**config.mk**
```make
export PLATFORM = sky130hd
export DESIGN_NAME = tgbc_ctrl
export DESIGN_NICKNAME = d
export VERILOG_FILES = /design/src/design/tgbc_pkg.sv /design/src/design/tgbc_ctrl.sv
export SDC_FILE = /design/constraint.sdc
export NUM_CORES = 1
export LEC_CHECK = 0
export BUFFER_PORTS_ARGS = -buffer_cell sky130_fd_sc_hd__buf_4
export CAP_MARGIN = 30
export CORE_AREA = 5 5 42 44
export DETAILED_ROUTE_END_ITERATION = 8
export DIE_AREA = 0 0 47 49
export SLEW_MARGIN = 20
export SYNTH_ARGS = -nofsm -noshare
export SYNTH_HDL_FRONTEND = slang
export SYNTH_SLANG_ARGS = --single-unit
```
**constraint.sdc**
```tcl
create_clock -name clk -period 1.25 [get_ports clk]
set_input_delay 0.3125 -clock clk [delete_from_list [all_inputs] [get_ports clk]]
set_output_delay 0.3125 -clock clk [all_outputs]
set_load 0.01 [all_outputs]
```
**src/design/tgbc_pkg.sv**
```systemverilog
`timescale 1ns / 1ps
package tgbc_pkg;

  localparam int DEF_MAX_COLUMNS = 64;
  localparam int DEF_MAX_ROWS    = 64;

  // Tile bounds: |origin| < 2^31, up to 128 strides of < 2^31 each
  localparam int COORD_W = 42;

  localparam int DATA_W = 32;
  localparam int ADDR_W = 5;

  localparam logic OP_WRITE = 1'b0;
  localparam logic OP_QUERY = 1'b1;

  localparam logic [2:0] REG_ORIGIN_X    = 3'd0;
  localparam logic [2:0] REG_ORIGIN_Y    = 3'd1;
  localparam logic [2:0] REG_TILE_WIDTH  = 3'd2;
  localparam logic [2:0] REG_TILE_HEIGHT = 3'd3;
  localparam logic [2:0] REG_COLUMNS     = 3'd4;
  localparam logic [2:0] REG_ROWS        = 3'd5;

  typedef struct packed {
    logic signed [31:0] origin_x;
    logic signed [31:0] origin_y;
    logic [30:0]        tile_width;
    logic [30:0]        tile_height;
    logic [6:0]         columns;
    logic [6:0]         rows;
  } cfg_t;

  typedef struct packed {
    logic load;    // input transfer, latch fields
    logic wr_rd;   // read row word for tile write
    logic wr_wb;   // write back modified row word
    logic q_init;  // start query sweep
    logic q_step;  // one sweep step
    logic q_fin;   // reduce to hit flag
  } cmd_t;

endpackage

```
**src/design/tgbc_ctrl.sv**
```systemverilog
`timescale 1ns / 1ps
module tgbc_ctrl
  import tgbc_pkg::*;
(
  input  logic clk,
  input  logic rst,
  input  logic start,
  input  logic op,
  input  logic step_more,
  output logic busy,
  output logic done,
  output cmd_t cmd
);

  localparam logic [2:0] S_IDLE    = 3'd0;
  localparam logic [2:0] S_WR_RD   = 3'd1;
  localparam logic [2:0] S_WR_WB   = 3'd2;
  localparam logic [2:0] S_Q_INIT  = 3'd3;
  localparam logic [2:0] S_Q_STEP  = 3'd4;
  localparam logic [2:0] S_Q_DRAIN = 3'd5;
  localparam logic [2:0] S_Q_FIN   = 3'd6;

  logic [2:0] state;
  logic [2:0] state_next;
  logic       accept;

  assign busy   = (state != S_IDLE);
  assign accept = start && !busy;

  always_comb begin
    state_next = state;
    cmd        = '0;
    cmd.load   = accept;
    case (state)
      S_IDLE: begin
        if (accept) state_next = (op == OP_QUERY) ? S_Q_INIT : S_WR_RD;
      end
      S_WR_RD: begin
        cmd.wr_rd  = 1'b1;
        state_next = S_WR_WB;
      end
      S_WR_WB: begin
        cmd.wr_wb  = 1'b1;
        state_next = S_IDLE;
      end
      S_Q_INIT: begin
        cmd.q_init = 1'b1;
        state_next = S_Q_STEP;
      end
      S_Q_STEP: begin
        cmd.q_step = step_more;
        if (!step_more) state_next = S_Q_DRAIN;
      end
      S_Q_DRAIN: begin
        state_next = S_Q_FIN;
      end
      S_Q_FIN: begin
        cmd.q_fin  = 1'b1;
        state_next = S_IDLE;
      end
      default: begin
        state_next = S_IDLE;
      end
    endcase
  end

  always_ff @(posedge clk) begin
    if (rst) begin
      state <= S_IDLE;
      done  <= 1'b0;
    end else begin
      state <= state_next;
      done  <= (state == S_Q_FIN);
    end
  end

endmodule

```
; ---- Word level (Yosys, flattened, before mapping)
; Index checks and enable logic that the tools add are counted.
[classes]
div_mod_pow = 0
eq_ne = 8
magnitude_cmp = 0
n_reduce_logical = 5
n_mux = 9
n_mul = 0
bitwise = 0
addsub = 0
shift = 0
[ops]
columns = cell, n
row1 = 3-bit one-hot mux with 5 select lines, 1
row2 = 3-bit equality test (second input constant), 3
row3 = 3-bit by 2-bit equality test with 1-bit output (second input constant), 2
row4 = 3-bit 2-to-1 mux, 2
row5 = 1-bit 2-to-1 mux, 5
row6 = 2-bit != test (second input constant), 2
row7 = 3-bit by 1-bit equality test with 1-bit output (second input constant), 1
row8 = 3-bit zero test, 1
row9 = 3-bit nonzero test, 1
row10 = 2-bit 2-to-1 mux, 1
row11 = 2-bit AND reduction, 1
row12 = 1-bit logical AND, 1
row13 = 1-bit zero test, 1
[totals]
rom_bits = 0
memories = 0
reg_bits = 4
inputBits = 5
ramBits = 0
latch_bits = 0

; ---- Longest topological paths before layout
; Gate-level depths: netlist (run 1).
[depth]
ltp_word = 5
depth_mapped = 4
depth_no_buf = 2

; ---- Least setup slack after synthesis (run 1)
; No wires, ideal clock.
[synth_timing]
kind = register to output
startpoint = register state[2]
endpoint = output port cmd[5] (netlist bit)
n_path_buf = 2
setup_slack_ns = -0.049
t_arrival_ns = 0.986
stages_incl_launch_ff = 5
path_cell_list = dfxtp_1 -> buf_6 -> or3_4 -> nor2_2 -> buf_4
[synth_between]
elab_chain_len = 3
[synth_lines]
columns = item, line
row1 = "start, declared", tgbc_ctrl.sv:23  ; logic [2:0] state;
row2 = "start signal, assigned", tgbc_ctrl.sv:72  ; state <= state_next;
row3 = 3-bit nonzero test, tgbc_ctrl.sv:27  ; assign busy = (state != S_IDLE);
row4 = named net busy, tgbc_ctrl.sv:10  ; output logic busy,
row5 = 1-bit zero test, tgbc_ctrl.sv:28  ; assign accept = start && !busy;
row6 = 1-bit logical AND, tgbc_ctrl.sv:28
row7 = "end, declared", tgbc_ctrl.sv:12  ; output cmd_t cmd
; The timed path passes the listed nets, and every way through them passes these cells.

==> flow_metrics.py, run 1 <==
metrics = {
    "floorplanning": {
        "rows": 14,
        "initial_core_util_pct": 16.52,
        "chipWidth_um": 47,
        "top_level_ports": 13,
        "die_h_um": 49,
        "dieArea_um2": 2303,
        "core-area_um2": 1401,
    },
    "synthesis": {
        "synth_cell_types": 18,
        "yosysWarnings": 0,
        "ys_ff_latch": 4,
        "syn_area_um2": 231.5,
        "syn-instance-count": 23,
        "syn_area_per_cell_um2": 10.06,
        "synth-seq-area-share_pct": 34.59,
        "synth_fp_nets": 28,
        "yosys.area.top_type": "dfxtp_1",
        "synth_top_cells_by_area": "dfxtp_1, and3b_2, a211oi_2",
        "synth.top_cell.area_share_pct": 34.59,
    },
    "routing": {
        "drt_iter0_markers": 0,
        "viasPerCell": 4.089,
        "vias": 229,
        "firstDrtPassIters": 1,
        "antenna_left": 0,
        "wl_um": 587,
        "route.detailed.drc": 0,
        "routedWlPerCell_um": 10.48,
    },
    "global_route": {
        "grt_pass1_vias": 243,
        "grt_overflow": 0,
        "grt_start_max_net_pins": 9,
        "antenna_found_initial": 0,
        "grt_pass1_wl_um": 993,
        "track_usage_pct": 6.188,
    },
    "min_path": {
        "hp-class": "in2reg",
        "holdPathStages": 2,
        "hold_path_end": "state[0]",
        "min_from": "step_more",
    },
    "final_layout": {
        "n_antenna_cell": 0,
        "multi_input_comb_area_um2": 135.1,
        "fin_util_pct": 29.02,
        "area_delta_synth_final_pct": 75.68,
        "nets": 47,
        "seq_area_um2": 86.33,
        "fillCellCount": 157,
        "final_layout_size_suffix_gt1_share_pct": 77.50,
        "stdcell_count": 56,
    },
    "clocking": {
        "ctsHtreeMaxLevel": 1,
        "cts_tree": "built",
        "numCtsBuffers": 3,
        "holdBufCountCts": 0,
        "cts_sinks": 4,
        "clk_latency_ps": 230,
        "clk_pin_slew_ps": 40,
        "root_buffer": "clkbuf_4",
        "clockBufferDepth": 2,
    },
    "run_status": {
        "violations": "setup timing",
        "status": "complete, but fails checks",
    },
    "sta": {
        "hold_violations": 0,
        "worst_pin_slew_ps": 180.0,
        "fin_skew_ps": 0.4512,
        "post-route-period-util_pct": 115.2,
        "layout_min_cycle_time_ps": 1440,
        "fmax_mhz": 694.7,
        "slew_headroom_pct": 87.93,
        "slew_viol_final": 0,
        "worst_slack_ps": -189.5,
        "finalSetupViolCount": 7,
        "holdWs_ps": 256.8,
        "grt_setup_unrepaired": "true",
    },
    "job": {
        "drv_cap": 0,
    },
    "worst_setup_path": {
        "rr_worst_depth": 3,
        "reg2reg_to": "state[0]",
        "reg2reg_slack_ps": 220,
        "critPathLaunchType": "flip-flop",
        "r2r_start": "state[1]",
        "critical_path_class": "reg2out",
        "crit_path_end_kind": "output pin",
        "crit_arrival_ps": 1130,
        "required_ps": 940,
        "cp_max_fo": 2,
    },
    "power": {
        "finalPower_w": 0.0003923,
        "p_comb_share_pct": 23.5,
        "powerDensity_nw_per_um2": 964.7,
        "power_switching_w": 0.00009496,
        "pwr-share-clk_pct": 41.0,
        "pwr-share-seq_pct": 35.6,
        "intPower_w": 0.0002973,
        "peakVddDrop_v": 0.0004629,
        "p_leak_nw": 0.2011,
        "swShare_pct": 24.21,
    },
    "placed_design": {
        "dp_worst_setup_slack_ps": 25.92,
        "placed_cells": 52,
        "place.gp.congestion": 0.7599,
        "port_buffers": 12,
    },
}
==> cells in the mapped netlist <==
library cell	n
a211oi_1	1
a211oi_2	1
and2b_2	1
and3b_2	2
and4bb_2	1
buf_4	1
buf_6	1
dfxtp_1	4
inv_1	2
nand3b_1	1
nor2_1	1
nor2_2	1
nor2b_1	1
nor3_1	1
nor3b_1	1
o21ba_1	1
or3_1	1
or3_4	1
==> worst max-delay path by stage <==
| stage | start | end | slack, ps |
|---|---|---|---|
| after floorplan | state[2] | cmd[5] | -10 |
| after global placement | state[0] | cmd[5] | 30 |
| after detailed placement | state[0] | cmd[5] | 30 |
| after CTS | state[0] | cmd[5] | -210 |
| after global routing | state[0] | cmd[5] | -220 |
| final | state[1] | cmd[5] | -190 |
==> per-layer routing <==
layer  global-route usage [%]  wire (um)
met1                    7.002        257
met2                    8.371        286
met3                    3.690         44
met4                    4.147          0
met5                        0          0
==> sequential cells by signal, indices dropped and copies added (netlist names) <==
signal,cells
state,3
done,1
==> cell usage in the layout, fill, tap and decap left out <==
| master | count |
|---|---|
| clkbuf_4 | 3 |
| and3b_2 | 2 |
| nor3b_2 | 1 |
| or3_1 | 1 |
| or3_4 | 1 |
| a211oi_2 | 1 |
| o21ba_1 | 1 |
| nor3_2 | 1 |
| dfxtp_4 | 1 |
| buf_6 | 4 |
| and2b_2 | 1 |
| inv_1 | 2 |
| dfxtp_1 | 1 |
| nor2b_1 | 1 |
| and4bb_2 | 1 |
| nand3b_1 | 1 |
| dfxtp_2 | 2 |
| nor2_1 | 1 |
| nor2_2 | 1 |
| a211oi_1 | 1 |
| buf_4 | 12 |
==> critical path: stages (launching register included) <==
cell and delay, ps:
dfxtp_2 310, or3_4 380, nor2_2 80, buf_4 120
==> stage by stage <==
step,area [um2],TNS (ps)
6_report,406.6,-736.4
4_1_cts,406.6,-880.0
3_5_place_dp,345.3,0
2_1_floorplan,231.5,-12.65
5_1_grt,406.6,-1020
3_3_place_gp,345.3,0
==> layout make-up <==
cell class,instances,share of cell area (%)
well taps,16,4.923
flip-flops and latches,4,21.23
multi-input cells,15,33.23
repair buffers,16,33.23
clock buffers,3,5.538
inverters,2,1.846
==> timing repair <==
| item | 4_1_cts | 5_1_grt |
|---|---|---|
| setup buffers | 1 | 0 |
| resized for setup | 10 | 0 |
| setup endpoints to repair | 7 | 7 |
| hold endpoints to repair | 0 | 0 |
| pin swaps | 3 | 1 |
==> cell families after synthesis <==
family / Yosys count / share of synthesized area, %
buffers and inverters: 4 / 11.35
DFF: 4 / 34.60
and+or+nand+nor: 12 / 41.08
AOI/OAI and AO/OA: 3 / 12.97
==> power by group through the flow <==
stage               sequential, W  clock [W]  combinational, W
CTS                      0.000140   0.000169         0.0000937
finish                   0.000139   0.000161         0.0000921
global placement         0.000141          0         0.0000831
global route             0.000140   0.000178         0.0000994
detailed placement       0.000142          0         0.0000839
floorplan                0.000142          0         0.0000434
No activity file was read; power rests on OpenSTA's default activity.
==> run 2, diff against run 1 <==
Settings changed: CORE_AREA 5 5 42 44 to 3 3 40 42, DIE_AREA 0 0 47 49 to 0 0 43 45, MAX_ROUTING_LAYER set to met4.
==> run 2 against run 1 <==
Effect of this change:
- the flow still finishes with violations (setup timing)
- utilization increased by 4.8 points
- flip-flop and latch count stayed put
- via count rose by 4.4%
- critical path type unchanged
- largest power group unchanged
==> flow_metrics.py, run 2 (synthesized netlist as in run 1, its figures left out) <==
metrics = {
    "global_route": {
        "grt_overflow": 0,
        "antenna_found_initial": 0,
        "track_usage_pct": 7.554,
        "grt_start_max_net_pins": 9,
        "grt_pass1_wl_um": 986,
        "grt_pass1_vias": 247,
    },
    "power": {
        "finalPower_w": 0.0004026,
        "peakVddDrop_v": 0.0004569,
        "powerDensity_nw_per_um2": 927.4,
        "p_leak_nw": 0.2144,
    },
    "run_status": {
        "violations": "setup timing",
        "status": "complete, but fails checks",
    },
    "sta": {
        "hold_violations": 0,
        "slew_headroom_pct": 89.04,
        "finalSetupViolCount": 7,
        "fin_skew_ps": 1.302,
        "fmax_mhz": 694.9,
        "post-route-period-util_pct": 115.1,
        "layout_min_cycle_time_ps": 1439,
        "worst_pin_slew_ps": 163.5,
        "slew_viol_final": 0,
        "setup_tns_ps": -869.0,
        "grt_setup_unrepaired": "true",
        "worst_slack_ps": -189.1,
    },
    "placed_design": {
        "place_area_um2": 344.1,
        "place.gp.congestion": 0.6823,
        "dp_worst_setup_slack_ps": 16.01,
        "hpwl_um": 398.1,
        "port_buffers": 12,
        "placed_cells": 51,
    },
    "clocking": {
        "cts_tree": "built",
        "holdBufCountCts": 0,
        "clockBufferDepth": 2,
        "cts_sinks": 4,
        "root_buffer": "clkbuf_4",
        "clk_pin_slew_ps": 40,
        "ctsHtreeMaxLevel": 1,
        "clk_latency_ps": 240,
        "numCtsBuffers": 3,
    },
    "final_layout": {
        "stdcell_count": 57,
        "layout_common_cells": "buf_4, buf_6, clkbuf_4",
        "nets": 49,
        "multi_input_comb_area_um2": 141.4,
        "top_register": "state",
        "final_common_cell": "buf_4",
        "fillCellCount": 137,
        "area_delta_synth_final_pct": 87.57,
        "seq_area_um2": 86.33,
        "top_regs": "state x3, done x1",
        "n_antenna_cell": 0,
        "final_cell_area_um2": 434.2,
        "largest_register_ffs": 3,
        "final_layout_size_suffix_gt1_share_pct": 78.57,
    },
    "floorplanning": {
        "die_h_um": 45,
        "rows": 13,
        "initial_core_util_pct": 18.01,
        "top_level_ports": 13,
        "dieArea_um2": 1935,
        "chipWidth_um": 43,
        "core-area_um2": 1285,
    },
    "worst_setup_path": {
        "cp_max_fo": 2,
        "required_ps": 940,
        "slowest_delay_ps": 380,
        "crit_arrival_ps": 1130,
        "cp-startpoint": "state[1]",
        "worst_path_max_delay_cell": "or3_4",
        "critPathLaunchType": "flip-flop",
        "critical_path_class": "reg2out",
        "r2r_start": "state[1]",
        "path_cells": "or3_4, nor2_2, buf_4",
        "crit_path_end_kind": "output pin",
    },
    "routing": {
        "vias": 239,
        "routedWlPerCell_um": 11.25,
        "drt_iter0_markers": 5,
        "antenna_left": 0,
        "route.detailed.drc": 0,
        "viasPerCell": 4.193,
        "wl_um": 641,
        "firstDrtPassIters": 3,
    },
    "min_path": {
        "hp-class": "in2reg",
        "min_from": "step_more",
    },
    "job": {
        "drv_cap": 0,
    },
}
run 2: final timing paths:
check	slack, ps	end	cells after the start
max	-190	cmd[5]	3
min	250	state[0]	2
max reg2reg	170	state[2]	4
min reg2reg	550	state[1]	2
run 2: metal layers:
layer	vias up	wire [um]	GRT usage, %
li1	117	-	-
met1	110	267	7.005
met2	10	320	11.08
met3	2	33	2.789
met4	0	21	9.036
met5	-	0	-
run 2: where the power goes:
part           leakage, nW  switching, W  internal, W  total, W
clock network       0.0138     0.0000575     0.000108  0.000165
registers           0.0341    0.00000390     0.000134  0.000137
logic                0.166     0.0000410    0.0000590  0.000100
total                0.214      0.000102     0.000300  0.000403
run 2: critical path, delay by kind of cell, from the launching register on:
| kind | cells | cell delay (ps) |
|---|---|---|
| buffers and inverters | 1 | 120 |
| and+or+nand+nor | 2 | 460 |
| DFF | 1 | 310 |
run 2: layout make-up:
type                            count  area share, %
Tap cell                           15          4.323
Sequential cell                     4          19.88
Inverter                            2          1.729
Timing Repair Buffer               18          36.31
Multi-Input combinational cell     15          32.56
Clock buffer                        3          5.187
run 2: per-stage QoR:
step	hold WS [ps]	util [%]
final	251.2	33.79
after global routing	254.9	33.79
after CTS	253.1	32.23
after detailed placement	506.7	26.78
after global placement	503.8	26.78
after floorplan	384.1	-
run 2: timing repair:
action / CTS / global route
endpoints found under the setup margin: 7 / 7
setup buffers: 2 / 1
resized for setup: 9 / 4
gates cloned: 0 / 0
pin swaps: 1 / 2
