## src/design/tgbc_pkg.sv

```systemverilog
`timescale 1ns / 1ps
package tgbc_pkg;

  localparam int DEF_MAX_COLUMNS = 64;
  localparam int DEF_MAX_ROWS    = 64;

  // Tile bounds: |origin| < 2^31, up to 128 strides of < 2^31 each
  localparam int COORD_W = 42;

  localparam int DATA_W = 32;
  localparam int ADDR_W = 5;

  localparam logic OP_WRITE = 1'b0;
  localparam logic OP_QUERY = 1'b1;

  localparam logic [2:0] REG_ORIGIN_X    = 3'd0;
  localparam logic [2:0] REG_ORIGIN_Y    = 3'd1;
  localparam logic [2:0] REG_TILE_WIDTH  = 3'd2;
  localparam logic [2:0] REG_TILE_HEIGHT = 3'd3;
  localparam logic [2:0] REG_COLUMNS     = 3'd4;
  localparam logic [2:0] REG_ROWS        = 3'd5;

  typedef struct packed {
    logic signed [31:0] origin_x;
    logic signed [31:0] origin_y;
    logic [30:0]        tile_width;
    logic [30:0]        tile_height;
    logic [6:0]         columns;
    logic [6:0]         rows;
  } cfg_t;

  typedef struct packed {
    logic load;    // input transfer, latch fields
    logic wr_rd;   // read row word for tile write
    logic wr_wb;   // write back modified row word
    logic q_init;  // start query sweep
    logic q_step;  // one sweep step
    logic q_fin;   // reduce to hit flag
  } cmd_t;

endpackage

```

## src/design/tgbc_regs.sv

```systemverilog
`timescale 1ns / 1ps
module tgbc_regs
  import tgbc_pkg::*;
(
  input  logic              clk,
  input  logic              rst,
  input  logic              psel,
  input  logic              penable,
  input  logic              pwrite,
  input  logic [ADDR_W-1:0] paddr,
  input  logic [DATA_W-1:0] pwdata,
  output logic [DATA_W-1:0] prdata,
  output logic              pready,
  output cfg_t              cfg
);

  logic [2:0] idx;
  logic       wr;

  assign idx    = paddr[ADDR_W-1:2];
  assign wr     = psel && penable && pwrite;
  assign pready = 1'b1;

  always_ff @(posedge clk) begin
    if (rst) begin
      cfg.origin_x    <= '0;
      cfg.origin_y    <= '0;
      cfg.tile_width  <= 31'd65536;
      cfg.tile_height <= 31'd65536;
      cfg.columns     <= 7'd64;
      cfg.rows        <= 7'd64;
    end else if (wr) begin
      case (idx)
        REG_ORIGIN_X:    cfg.origin_x    <= pwdata;
        REG_ORIGIN_Y:    cfg.origin_y    <= pwdata;
        REG_TILE_WIDTH:  cfg.tile_width  <= pwdata[30:0];
        REG_TILE_HEIGHT: cfg.tile_height <= pwdata[30:0];
        REG_COLUMNS:     cfg.columns     <= pwdata[6:0];
        REG_ROWS:        cfg.rows        <= pwdata[6:0];
        default: ;
      endcase
    end
  end

  always_comb begin
    case (idx)
      REG_ORIGIN_X:    prdata = cfg.origin_x;
      REG_ORIGIN_Y:    prdata = cfg.origin_y;
      REG_TILE_WIDTH:  prdata = {1'b0, cfg.tile_width};
      REG_TILE_HEIGHT: prdata = {1'b0, cfg.tile_height};
      REG_COLUMNS:     prdata = {25'd0, cfg.columns};
      REG_ROWS:        prdata = {25'd0, cfg.rows};
      default:         prdata = '0;
    endcase
  end

endmodule

```

## config.mk

```make
export PLATFORM = sky130hd
export DESIGN_NAME = tgbc_regs
export DESIGN_NICKNAME = d
export VERILOG_FILES = /design/src/design/tgbc_pkg.sv /design/src/design/tgbc_regs.sv
export SDC_FILE = /design/constraint.sdc
export NUM_CORES = 1
export LEC_CHECK = 0
export ABC_AREA = 1
export BUFFER_PORTS_ARGS = -buffer_cell sky130_fd_sc_hd__buf_2
export CAP_MARGIN = 20
export CELL_PAD_IN_SITES_DETAIL_PLACEMENT = 1
export CELL_PAD_IN_SITES_GLOBAL_PLACEMENT = 2
export CORE_ASPECT_RATIO = 0.9
export CORE_MARGIN = 2
export CORE_UTILIZATION = 25
export DETAILED_ROUTE_END_ITERATION = 10
export GPL_ROUTABILITY_DRIVEN = 0
export GPL_TIMING_DRIVEN = 0
export PLACE_DENSITY_LB_ADDON = 0.12
export SLEW_MARGIN = 20
export SYNTH_ARGS = -nofsm -noshare
export SYNTH_HDL_FRONTEND = slang
export SYNTH_SLANG_ARGS = --single-unit
```

## constraint.sdc

```tcl
create_clock -name clk -period 1.8 [get_ports clk]
set_input_delay 0.36 -clock clk [delete_from_list [all_inputs] [get_ports clk]]
set_output_delay 0.36 -clock clk [all_outputs]
set_load 0.005 [all_outputs]
```

### Word level (Yosys, flattened, before mapping)

Index checks and enable logic that the tools add are counted.
Widths: inputs -> output; s select.

* register bits after elaboration: 140

* reduce and logical (&&, ||, !) cells: 9
* muxes and demuxes: 1
* equality and inequality tests: 5

Operator list (number)
* $pmux 32 s6: 1
* $reduce_and 2->1: 6
* $eq 3x2->1 const B: 2
* $eq 3x3->1 const B: 2
* $eq 3x1->1 const B: 1
* $logic_not 3->1: 1
* $logic_and 1x1->1: 2

### Logic depth before layout (Yosys ltp)

Gate-level depths: netlist (run 1).

* word-level depth: 3
* mapped depth: 10
* depth with buffers taken out: 7

### Worst setup path before layout (run 1)

No wires, ideal clock.

* kind: input -> output
* from: in paddr[4]
* to: out prdata[10]
* stages on the path: 8
* arrival: 1.217 ns
* path buffers: 3
* path slack: 0.223 ns
* cells stage by stage: buf_4 > inv_2 > buf_6 > nand2_2 > nor2_4 > buf_2 > a21oi_1 > nand2_1

* cells in the longest elaborated chain, start to end: 2
* elaborated cells between the ends (all ways): 7
* those cells by class: eq/ne: 5; mux: 1; reduce/logical: 1

RTL lines
* start: declaration: line tgbc_regs.sv:10 `input logic [ADDR_W-1:0] paddr,`
* $eq 3x3->1, or another cell as far along: line tgbc_regs.sv:46 `case (idx)`
* $pmux 32 s6 (*): line tgbc_regs.sv:46
* end: declaration: line tgbc_regs.sv:12 `output logic [DATA_W-1:0] prdata,`

Mark *: on every way between the ends. The rest lies on a longest branch, timed or not.

### Worst setup path in the final report (run 1)

* from: in paddr[3]
* to: out prdata[31]

The elaborated chain is that of the path after synthesis.

==> results.tsv, run 1 <==
stage	metric	value	unit
route	wl_per_cell	18.6	µm
route	vias_per_cell	4.50	
worst_setup_path	crit_fanout	10	
global_routing	antenna_found_initial	0	
cts	clk_path_buf_depth	2	
final_layout	syn_to_final_growth	41.4	%
sta	max_slew_margin	54.9	%
final_layout	top_regs	cfg: 140 flops	
global_routing	grt_max_degree	17	
route	wl	32000	µm
yosys	ys.flop_type	dfxtp_1	
die	fp.dieH	161	µm
power	peakVddDrop	0.565	mV
final_layout	layout.nets	1400	
final_layout	antenna_cells	0	
global_routing	grt_pass1_vias	7524	
final_layout	n_fill_cell	3532	
sta	maxSlewViolCount	0	
global_routing	grt_usage	21.7	%
sta	period_share	98.6	%
yosys	synth_seq_area_share	40.7	%
sta	clock.fmax	0.563	GHz
route	drtIter0Drc	409	
power	cellLeakagePower	4.86	nW
sta	fin_skew	0	ns
global_routing	grt_pass1_wl	46600	µm
yosys	yosysWarnings	0	
worst_setup_path	worstPathArrival	1.42	ns
route	dr.pass1.iters	5	
die	fp.dieW	179	µm
worst_setup_path	end_kind	output port	
sta	hold_violations	0	
sta	period_minus_slack	1.78	ns
worst_setup_path	path_class	primary input to output port	
die	core-area	27000	µm²
route	ant_nets	0	
cts	cts-root-buf	clkbuf_16	
cts	clkSlewWorstSetupHoldPaths	0.06	ns
yosys	synth_edf_count	0	
route	drc_errors	0	
final_layout	regMostFlops	cfg	
yosys	yosysMostFrequentCell	nor2_1	
yosys	synth.net_count	1144	
worst_setup_path	startpoint_type	primary input	
die	start_util	25.4	%
yosys	async_reset_ff_share	0	%
job	drv_cap	0	
cts	cts_buffers	17	
yosys	ys_seq_elements	140	
sta	tightestPinTransition	0.677	ns
final_layout	final_layout_size_suffix_gt1_share	26.7	%
yosys	syn_inst	1102	
sta	timing.hold.ws	0.191	ns
yosys	yosys-top-cells-area	dfxtp_1 41%, nor2_1 17%, nand2_1 17%	
cts	insertion_delay	0.42	ns
cts	cts_tree	yes	
die	io_pins	215	
yosys	synth_top_area_share	40.7	%
power	power_density	807	nW/µm²
placement	place_hpwl	22500	µm
yosys	syn-mean-instance-area	6.24	µm²
yosys	synth_area_leader_cell	dfxtp_1	
die	rows	57	
global_routing	gr-total-overflow	0	
sta	tns	0	ns
yosys	ys_types	21	
worst_setup_path	crit_required	1.44	ns
cts	cts.sinks	140	
route	vias	7756	
run_status	status	finished, final reports clean	
yosys	synth_common_cells	310 x nor2_1, 306 x nand2_1, 140 x dfxtp_1	
placement	io_buffer_count	209	
final_layout	seq_area	2800	µm²
yosys	netlist_area	6880	µm²
final_layout	multi_input_area	3400	µm²
cts	ctsHoldBuffers	0	
cts	cts_max_level	4	
min_path	worstHoldPathType	primary input to register	
die	die-area	28900	µm²
sta	setup-violations-final	0	
final_layout	largest_reg_flops	140	
critical path, stage by stage:
cell and delay (ns):
buf_12 0.13, inv_8 0.06, nand2_2 0.06, nor2_4 0.13
buf_12 0.17, buf_4 0.20, nand2_1 0.08, nand2_1 0.10
buf_2 0.12
cells by family (layout without fill, tap and decap cells):
kind of cell	after synthesis	in the layout	synth area share, %
DFF	140	140	40.7
other	1	1	0.0545
buffers and inverters	165	432	11.4
and+or+nand+nor	763	763	45.4
AOI/OAI and AO/OA	33	33	2.40
metal layers:
metal | GRT usage [%] | share of wire [%] | vias up
met4 | 3.88 | 1.1 | 0
met2 | 33.9 | 45 | 171
met1 | 31.3 | 50 | 3685
li1 | - | - | 3882
met3 | 4.14 | 4.8 | 18
met5 | 0 | 0 | -
per-stage QoR:
| step | cells | utilization (%) | cell area (µm²) | power (W) | setup slack (ns) |
|---|---|---|---|---|---|
| 6_report | 1723 | 36.0 | 9720 | 0.00785 | 0.0248 |
| 5_1_grt | 1723 | 36.0 | 9720 | 0.00815 | -0.00808 |
| 4_1_cts | 1708 | 34.8 | 9400 | 0.00784 | 0.00571 |
| 3_5_place_dp | 1665 | 31.0 | 8370 | 0.00390 | -0.630 |
| 3_3_place_gp | 1665 | 31.0 | 8370 | 0.00390 | -0.617 |
| 2_1_floorplan | 1102 | - | 6880 | 0.00360 | 0.223 |
what timing repair did:
item	4_1_cts	5_1_grt
pin swaps	4	10
hold endpoints to repair	0	0
setup endpoints to repair	32	31
cloned	2	7
resized for setup	68	35
setup buffers	12	8
power breakdown:
group	switching (W)	leakage, nW	internal, W
Sequential	0.0000374	1.13	0.00314
Combinational	0.000507	3.44	0.000310
Clock	0.00154	0.293	0.00232
layout by cell type (no fill, tap or decap):
master,synthesis,routed
buf_1,4,3
inv_4,1,1
buf_2,24,223
nand3_2,3,3
clkinv_1,1,1
conb_1,1,1
buf_6,8,10
o21ai_0,4,4
nand2_4,0,1
clkinvlp_4,0,3
dfxtp_1,140,140
a21oi_4,0,2
nor2_1,310,304
inv_1,88,85
inv_8,0,2
clkbuf_2,0,2
a21oi_1,29,20
nor2_4,5,8
nand2_2,1,6
clkbuf_1,17,12
inv_6,0,2
buf_8,0,2
clkbuf_16,0,24
nand4_1,15,15
nand2_1,306,300
nand3_4,0,1
buf_12,0,14
nand3_1,119,118
nor2_2,4,7
inv_2,2,3
clkinv_4,0,3
buf_4,20,35
a21oi_2,0,7
clkinv_2,0,1
buf_16,0,2
bufinv_16,0,4
final cells by class:
cell class	instances	area share, %
multi-input cells	797	35.0
flip-flops and latches	140	28.8
repair buffers	237	14.8
plain buffers	73	6.79
well taps	354	4.56
clock buffers	17	4.38
inverters	92	3.71
clock inverters	13	1.99
worst paths after layout:
check | from | to | slack (ns) | cells past startpoint
setup / recovery | paddr[3] | prdata[31] | 0.02 | 9
hold reg to reg | cfg[124] | cfg[124] | 0.50 | 2
hold / removal | pwdata[16] | cfg[30] | 0.19 | 3
setup reg to reg | cfg[61] | cfg[61] | 1.03 | 2
Power figures use the tool's default switching activity.
==> inputs of run 2 (changes only) <==
--- a/config.mk
+++ b/config.mk
@@ -5,7 +5,6 @@
 export SDC_FILE = /design/constraint.sdc
 export NUM_CORES = 1
 export LEC_CHECK = 0
-export ABC_AREA = 1
 export BUFFER_PORTS_ARGS = -buffer_cell sky130_fd_sc_hd__buf_2
 export CAP_MARGIN = 20
 export CELL_PAD_IN_SITES_DETAIL_PLACEMENT = 1
@@ -15,7 +14,6 @@
 export CORE_UTILIZATION = 25
 export DETAILED_ROUTE_END_ITERATION = 10
 export GPL_ROUTABILITY_DRIVEN = 0
-export GPL_TIMING_DRIVEN = 0
 export PLACE_DENSITY_LB_ADDON = 0.12
 export SLEW_MARGIN = 20
 export SYNTH_ARGS = -nofsm -noshare
==> constraint.sdc (replaced) <==
create_clock -name clk -period 2.2 [get_ports clk]
set_input_delay 0.44 -clock clk [delete_from_list [all_inputs] [get_ports clk]]
set_output_delay 0.44 -clock clk [all_outputs]
set_load 0.005 [all_outputs]
==> results.tsv, run 2 <==
stage	metric	value	unit
final_layout	regMostFlops	cfg	
cts	cts_max_level	4	
power	seqPwrFrac	42.6	%
global_routing	grt_pass1_vias	5600	
yosys	synth_top_area_share	42.1	%
yosys	netlist_area	6650	µm²
placement	place_area	8190	µm²
route	dr.pass1.iters	4	
cts	cts_buffers	17	
cts	cts.repair.resized	0	
final_layout	final_cell_mix	210 x buf_2, 168 x nand2b_1, 144 x mux2i_1	
yosys	yosysMostFrequentCell	nand2b_1	
worst_setup_path	slowest_stage	mux4_1	
worst_setup_path	crit_fanout	22	
global_routing	gr-total-overflow	0	
worst_setup_path	r2r_slack	1.52	ns
job	drv_cap	0	
final_layout	top_regs	cfg: 140 flops	
route	drtIter0Drc	191	
yosys	yosysWarnings	0	
placement	place_hpwl	15700	µm
worst_setup_path	end_kind	output port	
sta	tns	0	ns
yosys	synth.net_count	644	
worst_setup_path	crit_end	prdata[30]	
placement	io_buffer_count	211	
power	p_int	0.00466	W
power	power_density	685	nW/µm²
yosys	synth_seq_area_share	42.1	%
final_layout	final_layout_size_suffix_gt1_share	37.6	%
sta	maxSlewViolCount	0	
sta	fin_skew	0	ns
global_routing	grt_usage	16.1	%
global_routing	grt_pass1_wl	34300	µm
final_layout	layout_commonest_cell	buf_2	
sta	period_share	94.7	%
final_layout	stdcell_area	8810	µm²
power	power_frac_comb	6.6	%
final_layout	layout.nets	854	
placement	post-place-ws	0.0896	ns
cts	cts-root-buf	clkbuf_16	
worst_setup_path	ff2ff_path_depth	2	
die	rows	56	
yosys	ys.flop_type	dfxtp_1	
cts	insertion_delay	0.41	ns
yosys	synth_edf_count	0	
worst_setup_path	startpoint_type	primary input	
sta	clock.fmax	0.480	GHz
cts	post_cts_buffers	0	
cts	clk_path_buf_depth	2	
yosys	synth_area_leader_cell	dfxtp_1	
cts	clkSlewWorstSetupHoldPaths	0.06	ns
die	core-area	26100	µm²
sta	period_minus_slack	2.08	ns
worst_setup_path	worstPathCellList	buf_2 > buf_12 > mux4_1 > and2_1 > buf_2	
sta	setup-violations-final	0	
power	peakVddDrop	0.399	mV
die	start_util	25.5	%
die	fp.dieH	159	µm
worst_setup_path	crit_top_cell	buf_2	
min_path	worstHoldPathType	primary input to register	
worst_setup_path	worstPathArrival	1.64	ns
power	cellLeakagePower	4.47	nW
final_layout	syn_to_final_growth	32.4	%
worst_setup_path	crit_required	1.76	ns
global_routing	grt_max_degree	95	
yosys	syn-mean-instance-area	11.0	µm²
sta	fin_ws	0.116	ns
route	vias	5212	
run_status	status	finished, final reports clean	
die	die-area	27900	µm²
die	fp.dieW	176	µm
die	io_pins	215	
worst_setup_path	cpPeakStageDelay	0.56	ns
cts	ctsHoldBuffers	0	
worst_setup_path	startpoint	paddr[2]	
worst_setup_path	path_class	primary input to output port	
sta	rsz0062_at_grt	no	
route	wl	22300	µm
route	wl_per_cell	19.0	µm
power	clock_power_share	50.9	%
yosys	async_reset_ff_share	0	%
yosys	syn_inst	602	
global_routing	antenna_found_initial	0	
yosys	ys_types	27	
final_layout	n_fill_cell	2964	
final_layout	largest_reg_flops	140	
final_layout	multi_input_area	3590	µm²
final_layout	antenna_cells	0	
cts	cts.sinks	140	
worst_setup_path	reg2reg_from	cfg[127]	
route	drc_errors	0	
power	netSwitchingFraction	22.7	%
final_layout	seq_area	2800	µm²
power	p_switching	0.00137	W
cts	cts_tree	yes	
yosys	synth_common_cells	168 x nand2b_1, 144 x mux2i_1, 140 x dfxtp_1	
worst_setup_path	r2r-end	cfg[127]	
yosys	yosys-top-cells-area	dfxtp_1 42%, mux2i_1 22%, nand2b_1 16%	
route	vias_per_cell	4.45	
route	ant_nets	0	
yosys	ys_seq_elements	140	
sta	hold_violations	0	
run 2: per-stage QoR:
step	total power (W)	utilization [%]	std cells	hold WS [ns]
5_1_grt	0.00628	33.7	1172	0.306
2_1_floorplan	0.00286	-	602	0.473
3_5_place_dp	0.00303	31.3	1141	0.481
6_report	0.00603	33.7	1172	0.318
3_3_place_gp	0.00302	31.3	1141	0.472
4_1_cts	0.00614	33.7	1172	0.303
run 2: how the worst min path moves through the flow:
stage | cells after the start | startpoint | slack, ns | end
2_1_floorplan | 2 | cfg[106] | 0.47 | cfg[106]
3_5_place_dp | 2 | cfg[102] | 0.48 | cfg[102]
6_report | 3 | pwdata[31] | 0.32 | cfg[139]
3_3_place_gp | 2 | cfg[99] | 0.47 | cfg[99]
4_1_cts | 3 | pwdata[31] | 0.30 | cfg[139]
5_1_grt | 3 | pwdata[31] | 0.31 | cfg[107]
run 2: layout make-up:
class | instances | share of cell area, %
clock buffers | 20 | 5.07
well taps | 348 | 4.94
repair buffers | 238 | 15.5
inverters | 1 | 0.0426
flip-flops and latches | 140 | 31.8
multi-input cells | 414 | 40.7
clock inverters | 11 | 1.92
run 2: cell families after synthesis:
| family | after synthesis | synth area share [%] |
|---|---|---|
| AOI/OAI and AO/OA | 18 | 1.84 |
| other | 1 | 0.0564 |
| and+or+nand+nor | 213 | 19.7 |
| muxes | 182 | 32.2 |
| buffers and inverters | 48 | 4.01 |
| DFF | 140 | 42.1 |
run 2: power by group through the flow:
stage	clock [W]	sequential, W	combinational (W)
global route	0.00328	0.00257	0.000431
global placement	0	0.00262	0.000395
finish	0.00307	0.00257	0.000396
CTS	0.00316	0.00257	0.000407
floorplan	0	0.00262	0.000232
detailed placement	0	0.00263	0.000406
run 2: worst max-delay path, delay by kind of cell:
| family | cells | cell delay, ns |
|---|---|---|
| muxes | 1 | 0.56 |
| buffers and inverters | 3 | 0.43 |
| and+or+nand+nor | 1 | 0.18 |
run 2: layer usage:
| metal | share of wire (%) | up-vias | global-route usage (%) |
|---|---|---|---|
| li1 | - | 2477 | - |
| met3 | 5.4 | 12 | 4.74 |
| met5 | 0 | - | 0 |
| met2 | 50 | 124 | 27.8 |
| met4 | 0.70 | 0 | 3.49 |
| met1 | 44 | 2599 | 19.7 |
